### src/hdl/pft_pkg.sv
// ----------------------------------------------------------------------------
// pft_pkg
// Shared types and constants of the Pareto filter table.
// ----------------------------------------------------------------------------
`timescale 1ns / 1ps
`default_nettype none

package pft_pkg;

  localparam int PADDR_W = 3;
  localparam int PDATA_W = 32;
  localparam int GAMMA_W = 24;
  localparam int OBJ_W   = 48;
  localparam int INF_W   = 47;
  localparam int ENTRY_W = 2 * OBJ_W;
  localparam int FIELD_W = 6;

  localparam logic [GAMMA_W-1:0] GAMMA_RESET = 24'd168;
  localparam logic [GAMMA_W:0]   ONE_Q24     = 25'h100_0000;
  localparam logic [OBJ_W-1:0]   OBJ_MIN     = 48'h8000_0000_0000;

  localparam logic REG_GAMMA_F   = 1'b0;
  localparam logic REG_GAMMA_INF = 1'b1;

  typedef enum logic [1:0] {
    KIND_CHECK   = 2'd0,
    KIND_AUGMENT = 2'd1,
    KIND_CLEAR   = 2'd2,
    KIND_NONE    = 2'd3
  } kind_t;

  typedef enum logic [2:0] {
    ST_IDLE,
    ST_MUL_F,
    ST_MUL_T,
    ST_MARGIN,
    ST_SCAN,
    ST_DRAIN,
    ST_INSERT,
    ST_DONE
  } state_t;

  typedef struct packed {
    logic capture;
    logic clear_table;
    logic mul_en;
    logic mul_sel;
    logic fb_load;
    logic tb_load;
    logic issue;
    logic insert;
    logic load_result;
  } pft_cmd_t;

  typedef struct packed {
    logic  last_issue;
    kind_t op;
  } pft_stat_t;

endpackage

`default_nettype wire

### src/hdl/pft_ctrl.sv
// ----------------------------------------------------------------------------
// pft_ctrl
// Sequencer: accepts a word, steps margin, scan and insert, hands the result.
// ----------------------------------------------------------------------------
`timescale 1ns / 1ps
`default_nettype none

module pft_ctrl import pft_pkg::*; (
  input  logic        clk,
  input  logic        rst,
  input  logic        in_valid,
  output logic        in_stall,
  input  logic [1:0]  kind,
  output logic        out_valid,
  input  logic        out_stall,
  output pft_cmd_t    cmd,
  input  pft_stat_t   stat
);

  state_t state;
  state_t state_next;
  logic   out_valid_next;

  always_ff @(posedge clk) begin
    if (rst) begin
      state     <= ST_IDLE;
      out_valid <= 1'b0;
    end else begin
      state     <= state_next;
      out_valid <= out_valid_next;
    end
  end

  always_comb begin
    state_next = state;
    case (state)
      ST_IDLE: begin
        if (in_valid) begin
          case (kind_t'(kind))
            KIND_CHECK:   state_next = ST_SCAN;
            KIND_AUGMENT: state_next = ST_MUL_F;
            default:      state_next = ST_DONE;
          endcase
        end
      end
      ST_MUL_F:  state_next = ST_MUL_T;
      ST_MUL_T:  state_next = ST_MARGIN;
      ST_MARGIN: state_next = ST_SCAN;
      ST_SCAN: begin
        if (stat.last_issue) begin
          state_next = ST_DRAIN;
        end
      end
      ST_DRAIN: begin
        if (stat.op == KIND_AUGMENT) begin
          state_next = ST_INSERT;
        end else begin
          state_next = ST_DONE;
        end
      end
      ST_INSERT: state_next = ST_DONE;
      ST_DONE: begin
        if (!out_valid || !out_stall) begin
          state_next = ST_IDLE;
        end
      end
      default: state_next = ST_IDLE;
    endcase
  end

  always_comb begin
    cmd      = '0;
    in_stall = (state != ST_IDLE);
    case (state)
      ST_IDLE: begin
        cmd.capture     = in_valid;
        cmd.clear_table = in_valid && (kind_t'(kind) == KIND_CLEAR);
      end
      ST_MUL_F: begin
        cmd.mul_en = 1'b1;
      end
      ST_MUL_T: begin
        cmd.fb_load = 1'b1;
        cmd.mul_en  = 1'b1;
        cmd.mul_sel = 1'b1;
      end
      ST_MARGIN: begin
        cmd.tb_load = 1'b1;
      end
      ST_SCAN: begin
        cmd.issue = 1'b1;
      end
      ST_INSERT: begin
        cmd.insert = 1'b1;
      end
      ST_DONE: begin
        cmd.load_result = !out_valid || !out_stall;
      end
      default: begin
        cmd = '0;
      end
    endcase
    out_valid_next = cmd.load_result || (out_valid && out_stall);
  end

endmodule

`default_nettype wire

### config.mk
export PLATFORM = sky130hd
export DESIGN_NAME = pft_ctrl
export DESIGN_NICKNAME = d
export VERILOG_FILES = /design/src/hdl/pft_pkg.sv /design/src/hdl/pft_ctrl.sv
export SDC_FILE = /design/constraint.sdc
export NUM_CORES = 1
export LEC_CHECK = 0
export BUFFER_PORTS_ARGS = -buffer_cell sky130_fd_sc_hd__buf_4
export CORE_AREA = 2 2 39 41
export DETAILED_ROUTE_END_ITERATION = 8
export DIE_AREA = 0 0 41 43
export GPL_TIMING_DRIVEN = 0
export SETUP_SLACK_MARGIN = 0.02
export SLEW_MARGIN = 20
export SYNTH_ARGS = -nofsm -noshare
export SYNTH_HDL_FRONTEND = slang
export SYNTH_SLANG_ARGS = --single-unit
export TNS_END_PERCENT = 50
### constraint.sdc
create_clock -name clk -period 4.91 [get_ports clk]
set_clock_uncertainty 0.1 [all_clocks]
set_input_delay 0.982 -clock clk [delete_from_list [all_inputs] [get_ports clk]]
set_output_delay 0.982 -clock clk [all_outputs]
set_load 0.03 [all_outputs]
==> flow_metrics.env <==
export IMPL_ys_seq_area_share_pct=21.40
export IMPL_antenna_found_initial=0
export IMPL_synth_compound_area_share_pct=19.06
export IMPL_synth_cell_types=23
export IMPL_cts_root_buf="clkbuf_4"
export IMPL_crit_chain="buf_4, inv_1, nor4_1, buf_4"
export IMPL_die_area_um2=1763
export IMPL_wl_per_cell_um=9.977
export IMPL_whs_path_depth=2
export IMPL_gr_total_overflow=0
export IMPL_area_delta_synth_final_pct=49.50
export IMPL_clk_pin_slew_worst_paths_ns=0.04
export IMPL_status="completed"
export IMPL_yosysWarnings=0
export IMPL_timing_setup_critical_path_class="primary input to output port"
export IMPL_synth_mux_area_share_pct=0
export IMPL_ios=20
export IMPL_ir_worst_vdd_mv=0.2040
export IMPL_die_w_um=41
export IMPL_startpoint_type="primary input"
export IMPL_grt_start_max_net_pins=11
export IMPL_p_per_area_nw_per_um2=616.7
export IMPL_slew_headroom_pct=74.92
export IMPL_n_antenna_cell=0
export IMPL_critical_path_top_delay_family="buffers and inverters"
export IMPL_final_min_clock_period_ns=2.658
export IMPL_drv_slew=0
export IMPL_finalPower_uw=344.9
export IMPL_synth_top_cell_area_share_pct=21.40
export IMPL_grt_pass1_wl_um=1269
export IMPL_arrival_ns=1.58
export IMPL_nets=85
export IMPL_hp_class="flop to flop"
export IMPL_cts_max_path_buffers=2
export IMPL_cts_tree="done"
export IMPL_fin_crit_sh_pct=54.13
export IMPL_cts_buffers=3
export IMPL_synth_top_family_by_area="simple AND/OR/NAND/NOR gates"
export IMPL_worst_slew_pin_slew_ns=0.3667
export IMPL_synth_xor_area_share_pct=0
export IMPL_initialDrtViolationCount=2
export IMPL_synth_fp_nets=61
export IMPL_synth_seq_cells=4
export IMPL_yosysTopAreaCell="dfxtp_1"
export IMPL_syn_avg_cell_area_um2=7.794
export IMPL_hold_violations=0
export IMPL_grt_usage_pct=11.06
export IMPL_drc_errors=0
export IMPL_start_util_pct=27.03
export IMPL_port_buffers=19
export IMPL_power_leakage_nw=0.2863
export IMPL_cpMaxStageDelayCell="nor4_1"
export IMPL_drv_cap=0
export IMPL_cts_setup_buffers=0
export IMPL_cp_num_buf_inv=3
export IMPL_cts_sinks=4
export IMPL_clock_latency_ns=0.23
export IMPL_hold_start="out_valid"
export IMPL_fin_util_pct=40.42
export IMPL_path_max_fanout=3
export IMPL_synth_adder_area_share_pct=13.38
export IMPL_place_hpwl_um=697.1
export IMPL_std_cell_rows=14
export IMPL_setup_viol=0
export IMPL_fill_cells=144
export IMPL_rr_worst_depth=6
export IMPL_cts_hold_buf=0
export IMPL_crit_top_cell="buf_4"
export IMPL_slowest_delay_ns=0.26
export IMPL_synthTopCellsByArea="dfxtp_1 21%, ha_1 13%, nor2_1 6.0%, a21oi_1 5.4%, or3b_1 4.7%"
export IMPL_cp_required_ns=3.83
export IMPL_critPathCaptureType="output port"
export IMPL_coreArea_um2=1384
export IMPL_r2r_start="state[0]"
export IMPL_yosysMostFrequentCell="nor2_1"
export IMPL_place_congestion=0.7264
export IMPL_syn_area_um2=374.1
export IMPL_ys_flop_type="dfxtp_1"
export IMPL_startpoint="in_valid"
export IMPL_drive_above_1_share_pct=35.71
export IMPL_routed_via_density=4.686
export IMPL_path_depth=4
export IMPL_post_cts_resized=0
export IMPL_grt_setup_unrepaired="no"
export IMPL_fin_tns_setup_ns=0
export IMPL_routed_wirelength_um=858
export IMPL_async_flop_share_pct=0
export IMPL_dr_total_vias=403
export IMPL_ys_top_cells_by_count="6 x nor2_1, 4 x a21oi_1, 4 x dfxtp_1, 4 x ha_1, 4 x inv_1"
export IMPL_antenna_left=0
export IMPL_fmax_ghz=0.3763
export IMPL_synthSimpleGateAreaFrac_pct=37.12
export IMPL_htree_levels=1
export IMPL_synth_cells=48
export IMPL_first_pass_iters=4
export IMPL_synth_edf_count=0
export IMPL_grt_pass1_vias=313
export IMPL_die_h_um=43
registers in the layout, indices dropped and copies added, names as in the netlist:
signal	flops
state	3
out_valid	1
stage by stage:
stage	setup WS (ns)	hold WS (ns)	std cells	area (µm²)
finish	2.252	0.3837	86	559.3
global route	2.201	0.4524	86	559.3
CTS	2.248	0.3898	86	559.3
detailed placement	2.249	0.3842	83	536.8
global placement	2.243	0.3767	83	536.8
floorplan	1.820	0.3933	48	374.1
layout by cell type, fill, tap and decap left out:
cell	instances
buf_4	20
inv_1	4
nand2b_1	2
nor2b_1	1
nand3_2	1
clkbuf_4	3
ha_1	4
or3b_1	2
nand2_1	2
a21oi_1	4
o21ai_0	1
a2111o_1	1
nor2_1	6
and2b_1	2
a211oi_1	2
and2_1	2
a2111oi_0	1
dfxtp_1	4
o41a_1	1
nand3b_1	1
nor4_1	1
nand4_1	1
nor3_1	3
buf_6	1
worst paths after layout:
kind / slack [ns] / end
hold reg to reg: 0.38 / out_valid
hold / removal: 0.38 / out_valid
setup reg to reg: 3.22 / state[1]
setup / recovery: 2.25 / cmd[7]
layout make-up:
type / instances / area [µm²] / area share [%]
buffer: 2 / 18.77 / 3.356
tap: 16 / 20.02 / 3.579
sequential: 4 / 80.08 / 14.32
clock buffer: 3 / 22.52 / 4.027
timing repair buffer: 19 / 142.6 / 25.50
multi-input combinational: 38 / 260.3 / 46.53
inverter: 4 / 15.01 / 2.685
logic make-up (layout without fill, tap and decap cells):
logic type	count (synthesis)	count (layout)
AOI/OAI and AO/OA	10	10
adders and majority gates	4	4
buffers and inverters	6	28
DFF	4	4
and+or+nand+nor	24	24
layer usage:
metal  up-vias  global-route usage (%)  share of wire (%)  routed length (µm)
met1       165                   13.23                 43                 366
met3         2                   1.571                 10                  89
met4         0                   12.00                1.0                   9
met2        17                   15.00                 46                 392
met5         -                       0                  0                   0
li1        219                       -                  -                   -
power breakdown:
| part | switching, mW | internal (mW) | total (mW) |
|---|---|---|---|
| Clock | 0.0123 | 0.0273 | 0.0395 |
| Sequential | 0.00992 | 0.0447 | 0.0546 |
| Combinational | 0.146 | 0.105 | 0.251 |
tightest hold or removal path: cells and delay by family (launching register included):
| family | cells | cell delay [ns] |
|---|---|---|
| AOI/OAI and AO/OA | 1 | 0.05 |
| DFF | 1 | 0.32 |
| and+or+nand+nor | 1 | 0.07 |
Note: power is estimated with default switching activity, not from simulation.
