`config.mk`:
```
export PLATFORM = sky130hd
export DESIGN_NAME = pft_regs
export DESIGN_NICKNAME = d
export VERILOG_FILES = /design/src/hdl/pft_pkg.sv /design/src/hdl/pft_regs.sv
export SDC_FILE = /design/constraint.sdc
export NUM_CORES = 1
export LEC_CHECK = 0
export ABC_AREA = 1
export BUFFER_PORTS_ARGS = -buffer_cell sky130_fd_sc_hd__buf_2
export CELL_PAD_IN_SITES_DETAIL_PLACEMENT = 1
export CELL_PAD_IN_SITES_GLOBAL_PLACEMENT = 2
export CORE_MARGIN = 1
export CORE_UTILIZATION = 23
export CTS_CLUSTER_SIZE = 10
export DETAILED_ROUTE_END_ITERATION = 10
export PLACE_DENSITY = 0.83
export SYNTH_ARGS = -nofsm -noshare
export SYNTH_HDL_FRONTEND = slang
export SYNTH_SLANG_ARGS = --single-unit
```
`constraint.sdc`:
```
create_clock -name clk -period 1.15 [get_ports clk]
set_clock_uncertainty 0.15 [all_clocks]
set_input_delay 0.2875 -clock clk [delete_from_list [all_inputs] [get_ports clk]]
set_output_delay 0.2875 -clock clk [all_outputs]
set_load 0.01 [all_outputs]
```
`src/hdl/pft_pkg.sv`:
```
// ----------------------------------------------------------------------------
// pft_pkg
// Shared types and constants of the Pareto filter table.
// ----------------------------------------------------------------------------
`timescale 1ns / 1ps
`default_nettype none

package pft_pkg;

  localparam int PADDR_W = 3;
  localparam int PDATA_W = 32;
  localparam int GAMMA_W = 24;
  localparam int OBJ_W   = 48;
  localparam int INF_W   = 47;
  localparam int ENTRY_W = 2 * OBJ_W;
  localparam int FIELD_W = 6;

  localparam logic [GAMMA_W-1:0] GAMMA_RESET = 24'd168;
  localparam logic [GAMMA_W:0]   ONE_Q24     = 25'h100_0000;
  localparam logic [OBJ_W-1:0]   OBJ_MIN     = 48'h8000_0000_0000;

  localparam logic REG_GAMMA_F   = 1'b0;
  localparam logic REG_GAMMA_INF = 1'b1;

  typedef enum logic [1:0] {
    KIND_CHECK   = 2'd0,
    KIND_AUGMENT = 2'd1,
    KIND_CLEAR   = 2'd2,
    KIND_NONE    = 2'd3
  } kind_t;

  typedef enum logic [2:0] {
    ST_IDLE,
    ST_MUL_F,
    ST_MUL_T,
    ST_MARGIN,
    ST_SCAN,
    ST_DRAIN,
    ST_INSERT,
    ST_DONE
  } state_t;

  typedef struct packed {
    logic capture;
    logic clear_table;
    logic mul_en;
    logic mul_sel;
    logic fb_load;
    logic tb_load;
    logic issue;
    logic insert;
    logic load_result;
  } pft_cmd_t;

  typedef struct packed {
    logic  last_issue;
    kind_t op;
  } pft_stat_t;

endpackage

`default_nettype wire

```
`src/hdl/pft_regs.sv`:
```
// ----------------------------------------------------------------------------
// pft_regs
// APB register file holding the two margin factors.
// ----------------------------------------------------------------------------
`timescale 1ns / 1ps
`default_nettype none

module pft_regs import pft_pkg::*; (
  input  logic                 clk,
  input  logic                 rst,
  input  logic                 psel,
  input  logic                 penable,
  input  logic                 pwrite,
  input  logic [PADDR_W-1:0]   paddr,
  input  logic [PDATA_W-1:0]   pwdata,
  output logic [PDATA_W-1:0]   prdata,
  output logic                 pready,
  output logic [GAMMA_W-1:0]   gamma_f,
  output logic [GAMMA_W-1:0]   gamma_inf
);

  logic wr_en;

  assign pready = 1'b1;
  assign wr_en  = psel && penable && pwrite;

  always_ff @(posedge clk) begin
    if (rst) begin
      gamma_f   <= GAMMA_RESET;
      gamma_inf <= GAMMA_RESET;
    end else if (wr_en) begin
      if (paddr[2] == REG_GAMMA_F) begin
        gamma_f <= pwdata[GAMMA_W-1:0];
      end else begin
        gamma_inf <= pwdata[GAMMA_W-1:0];
      end
    end
  end

  always_comb begin
    if (paddr[2] == REG_GAMMA_F) begin
      prdata = {{(PDATA_W-GAMMA_W){1'b0}}, gamma_f};
    end else begin
      prdata = {{(PDATA_W-GAMMA_W){1'b0}}, gamma_inf};
    end
  end

endmodule

`default_nettype wire

```
==> impl_metrics.tcl, run 1 <==
set metrics [dict create \
    peakVddDrop_uv 476 \
    drc 0 \
    grt_pass1_vias 2737 \
    die_h_um 106 \
    rsz0062_at_grt "yes" \
    synth-warning-count 0 \
    worstReg2RegStart "gamma_f[13]" \
    reg2reg_depth 4 \
    p_leak_nw 1.95 \
    whs_ns 0.0623 \
    min_to "gamma_f[7]" \
    grt_usage_pct 14.6 \
    violations "setup timing" \
    finalNonFillerCells 631 \
    r2r_slack_ns 0.18 \
    rows 37 \
    p_per_area_nw_per_um2 903 \
    cts.sinks 48 \
    grt_pass1_wl_um 13300 \
    io_pins 121 \
    top_layer_used "met4" \
    wl_met2_um 4020 \
    drtIter0Drc 74 \
    finalMaxSlewViolations 0 \
    grt-ovfl-total 0 \
    cts_hold_buffers 0 \
    cts_tree "built" \
    clock_path_buffers 2 \
    cts_max_level 2 \
    antenna_left 0 \
    synth-seq-area-share_pct 38.7 \
    status "finished, violations left" \
    final-setup-viol-count 72 \
    hp-start "pwdata[7]" \
    grt_antenna_before_repair 0 \
    synthesis.area_um2 2480 \
    nNetsFinal 534 \
    dieWidth_um 106 \
    numPortBuffers 101 \
    ys_ff_latch 48 \
    holdPathStages 3 \
    required_ns 0.71 \
    drive_above_1_share_pct 53.7 \
    cts_made_buffers 5 \
    antenna_cells 0 \
    clkLatencyLatePin_ns 0.29 \
    hp-class "in -> reg" \
    critPathLaunchType "register" \
    yosysTopAreaCell "dfxtp_1" \
    synth_cell_type_count 14 \
    routedWlPerCell_um 12.9 \
    maxCapViolations 0 \
    gp_congestion 0.698 \
    min_period_ns 1.36 \
    cp.arrival_ns 0.92 \
    synth_area_leaders "dfxtp_1 39%, nand2_1 19%, nor2_1 11%" \
    netlist_instances 371 \
    clk_pin_slew_ns 0.10 \
    relSlewSlack_pct 58.1 \
    endpoint_kind "output pin" \
    ctsRootBufferMaster "clkbuf_8" \
    synth_top_area_share_pct 38.7 \
    max_freq_mhz 735 \
    setup_ws_ns -0.210 \
    drt-met1-wl_um 3770 \
    syn2layout_area_growth_pct 63.9 \
    grt_max_degree 49 \
    initial_core_util_pct 23.8 \
    dr.pass1.iters 4 \
    placed_cells 603 \
    syn_area_per_cell_um2 6.69 \
    hpwlAfterDp_um 5650 \
    critical_path_class "reg -> out" \
    timing.final.crit_share_pct 118 \
    worstReg2RegEnd "gamma_f[13]" \
    wl_met3_um 286 \
    path_max_fanout 3 \
    hold_violations 0 \
    die_area_um2 11200 \
    core-area_um2 10400 \
    fillers 1300 \
    tightestPinTransition_ns 0.627 \
    routed_wl_um 8110 \
    vias 2684 \
    viasPerCell 4.25 \
]
-- state kept, by name (all words and copies together) (netlist names) --
| signal | count |
|---|---|
| gamma_f | 24 |
| gamma_inf | 24 |
-- how the worst max path moves through the flow --
stage                 endpoint     startpoint  cells after the start  slack [ns]
floorplan           prdata[10]       paddr[2]                      4       -0.01
global placement     prdata[2]       paddr[2]                      5       -0.32
detailed placement  gamma_f[8]         pwrite                      5       -0.35
CTS                 prdata[15]  gamma_inf[15]                      3       -0.19
global route         prdata[5]     gamma_f[5]                      3       -0.27
finish               prdata[5]     gamma_f[5]                      3       -0.21
-- where the power goes --
group | total [mW] | internal [mW] | leakage (nW) | switching [mW]
Sequential | 1.78 | 1.72 | 0.409 | 0.0611
Clock | 1.09 | 0.488 | 0.0434 | 0.603
Combinational | 0.800 | 0.392 | 1.50 | 0.409
Total | 3.68 | 2.60 | 1.95 | 1.07
-- cell usage after synthesis (all sizes together) --
| master | number |
|---|---|
| nand2 | 129 |
| dfxtp | 48 |
| clkbuf | 1 |
| conb | 2 |
| buf | 31 |
| nor2 | 87 |
| nand3 | 49 |
| inv | 24 |
-- logic make-up (layout without fill, tap and decap cells) --
kind of cell	after synthesis	count (layout)	synth area share, %
buf+inv	56	173	13.1
simple gates	265	265	47.9
other cells	2	9	0.302
flops	48	48	38.7
-- cell type report --
type | instances | area, µm² | share of cell area [%]
repair buffers | 141 | 1340 | 32.9
multi-input cells | 274 | 1330 | 32.6
inverters | 24 | 106 | 2.61
clock inverters | 2 | 15.0 | 0.369
clock buffers | 6 | 82.6 | 2.03
well taps | 136 | 170 | 4.18
flip-flops and latches | 48 | 1030 | 25.4
-- layer usage --
layer  up-vias  track usage [%]
li1       1346                -
met1      1272             19.0
met2        64             25.4
met3         2             2.94
met4         0             2.38
met5         -                0
-- worst max-delay path, stage by stage, from the launching register on --
cell and delay [ns]:
dfxtp_2 0.37, nand2_1 0.08, nand2_2 0.08, buf_6 0.10
-- cells in the final DEF (no fill, tap or decap), drive strengths merged --
| master | Yosys | final |
|---|---|---|
| nor2 | 87 | 87 |
| clkbuf | 1 | 6 |
| nand2 | 129 | 129 |
| buf | 31 | 141 |
| dfxtp | 48 | 48 |
| conb | 2 | 9 |
| clkinvlp | 0 | 2 |
| nand3 | 49 | 49 |
| inv | 24 | 24 |
-- timing repair --
| action | in CTS | in global routing |
|---|---|---|
| buffers inserted | 5 | 15 |
| pin swaps | 1 | 11 |
| setup endpoints to repair | 82 | 96 |
| resized for setup | 116 | 41 |
-- per-stage QoR --
step / setup TNS, ns / instance area, µm² / power, mW / utilization [%] / setup WS (ns)
3_5_place_dp: -21.33 / 3210 / 2.44 / 30.9 / -0.348
3_3_place_gp: -18.49 / 3210 / 2.42 / 30.9 / -0.320
6_report: -8.22 / 4070 / 3.68 / 39.1 / -0.210
4_1_cts: -8.54 / 3780 / 3.68 / 36.3 / -0.194
5_1_grt: -12.29 / 4070 / 3.89 / 39.1 / -0.265
2_1_floorplan: -0.214 / 2620 / 2.22 / - / -0.00986
(Power assumes the default switching activity.)
==> run 2, diff against run 1 <==
- BUFFER_PORTS_ARGS: -buffer_cell sky130_fd_sc_hd__buf_2 -> not set
- CORE_UTILIZATION: 23 -> 31
- DONT_BUFFER_PORTS: not set -> 1
- PLACE_DENSITY: 0.83 -> 0.81
==> impl_metrics.tcl, run 2 (same netlist as run 1, synthesis figures left out) <==
set metrics [dict create \
    grt_usage_pct 16.6 \
    setup_ws_ns -0.104 \
    grt_pass1_vias 2243 \
    peakVddDrop_uv 408 \
    dp_slack_ns -0.0694 \
    cts.sinks 48 \
    post_cts_buffers 0 \
    required_ns 0.71 \
    viasPerCell 4.67 \
    grt_pass1_wl_um 11000 \
    grt_antenna_before_repair 0 \
    p_leak_nw 1.39 \
    ctsRootBufferMaster "clkbuf_8" \
    clkLatencyLatePin_ns 0.29 \
    antenna_left 0 \
    maxCapViolations 0 \
    layout_commonest_cell "nor2_1" \
    status "finished, violations left" \
    initial_core_util_pct 32.1 \
    drtIter0Drc 38 \
    cts_made_buffers 5 \
    clock_path_buffers 2 \
    finalMaxSlewViolations 0 \
    hp-class "in -> reg" \
    path_max_fanout 3 \
    final-setup-viol-count 33 \
    cts_tree "built" \
    grt_max_degree 49 \
    core-area_um2 7730 \
    dieWidth_um 91.5 \
    violations "setup timing" \
    nNetsFinal 421 \
    dr.pass1.iters 4 \
    rsz0062_at_grt "yes" \
    routedWlPerCell_um 14.1 \
    critical_path_class "reg -> out" \
    cts_max_level 2 \
    final_area_um2 3230 \
    syn2layout_area_growth_pct 30.0 \
    rows 32 \
    drive_above_1_share_pct 47.5 \
    min_period_ns 1.25 \
    cp.arrival_ns 0.82 \
    io_pins 121 \
    routed_wl_um 6800 \
    p_per_area_nw_per_um2 1030 \
    max_freq_mhz 797 \
    final_cell_mix "74 x nor2_1, 70 x nand2_2, 59 x nand2_1" \
    die_h_um 91.5 \
    numPortBuffers 0 \
    vias 2254 \
    timing.final.crit_share_pct 109 \
    clk_pin_slew_ns 0.09 \
    reg_top3 "gamma_f: 24 flops, gamma_inf: 24 flops" \
    hpwlAfterDp_um 4770 \
    critPathLaunchType "register" \
    grt-ovfl-total 0 \
    die_area_um2 8370 \
    endpoint_kind "output pin" \
    gp_congestion 0.703 \
    antenna_cells 0 \
    hold_violations 0 \
    drc 0 \
    place_area_um2 2800 \
]
## run 2: layer usage
metal	track usage, %	vias to the layer above	wire length, µm
met2	30.6	64	3560
met3	3.77	7	310
li1	-	1119	-
met5	0	-	0
met4	4.76	0	72
met1	18.8	1064	2860
## run 2: path summary, 6_finish.rpt
kind               startpoint  slack, ns  cells past startpoint       endpoint
setup / recovery   gamma_f[2]      -0.10                      2      prdata[2]
hold / removal       paddr[2]       0.02                      3  gamma_inf[19]
setup reg to reg  gamma_f[22]       0.25                      3    gamma_f[22]
hold reg to reg    gamma_f[7]       0.36                      2     gamma_f[7]
## run 2: timing repair
action                                  CTS  global route
gates resized for setup                 131             8
hold buffers                              3             0
endpoints found under the hold margin     6             0
pin swaps                                41            19
endpoints found under the setup margin   70            34
## run 2: where the power goes
group	switching [mW]	internal, mW	total (mW)
registers	0.0845	1.66	1.75
logic	0.294	0.203	0.497
clock network	0.536	0.536	1.07
total	0.914	2.40	3.32
## run 2: worst max-delay path: stages (launching register included)
cell and delay (ns):
dfxtp_4 0.38, nand2_2 0.05, nand2_2 0.09
## run 2: final cells by class
class | count | area (µm²)
inverters | 24 | 97.6
multi-input cells | 274 | 1400
flip-flops and latches | 48 | 1120
fillers | 947 | 4500
well taps | 102 | 128
repair buffers | 28 | 389
clock buffers | 7 | 96.3
## run 2: per-stage QoR
stage                     utilization [%]  total power [mW]  cells  hold slack, ns  setup TNS, ns
after floorplan                         -              2.22    378           0.264         -0.214
after global placement               36.3              2.30    473           0.267         -0.227
after detailed placement             36.3              2.31    473           0.272         -0.369
after CTS                            41.5              3.40    483         0.00797          -3.16
after global routing                 41.8              3.51    483          0.0147          -3.81
final                                41.8              3.32    483          0.0233          -2.51
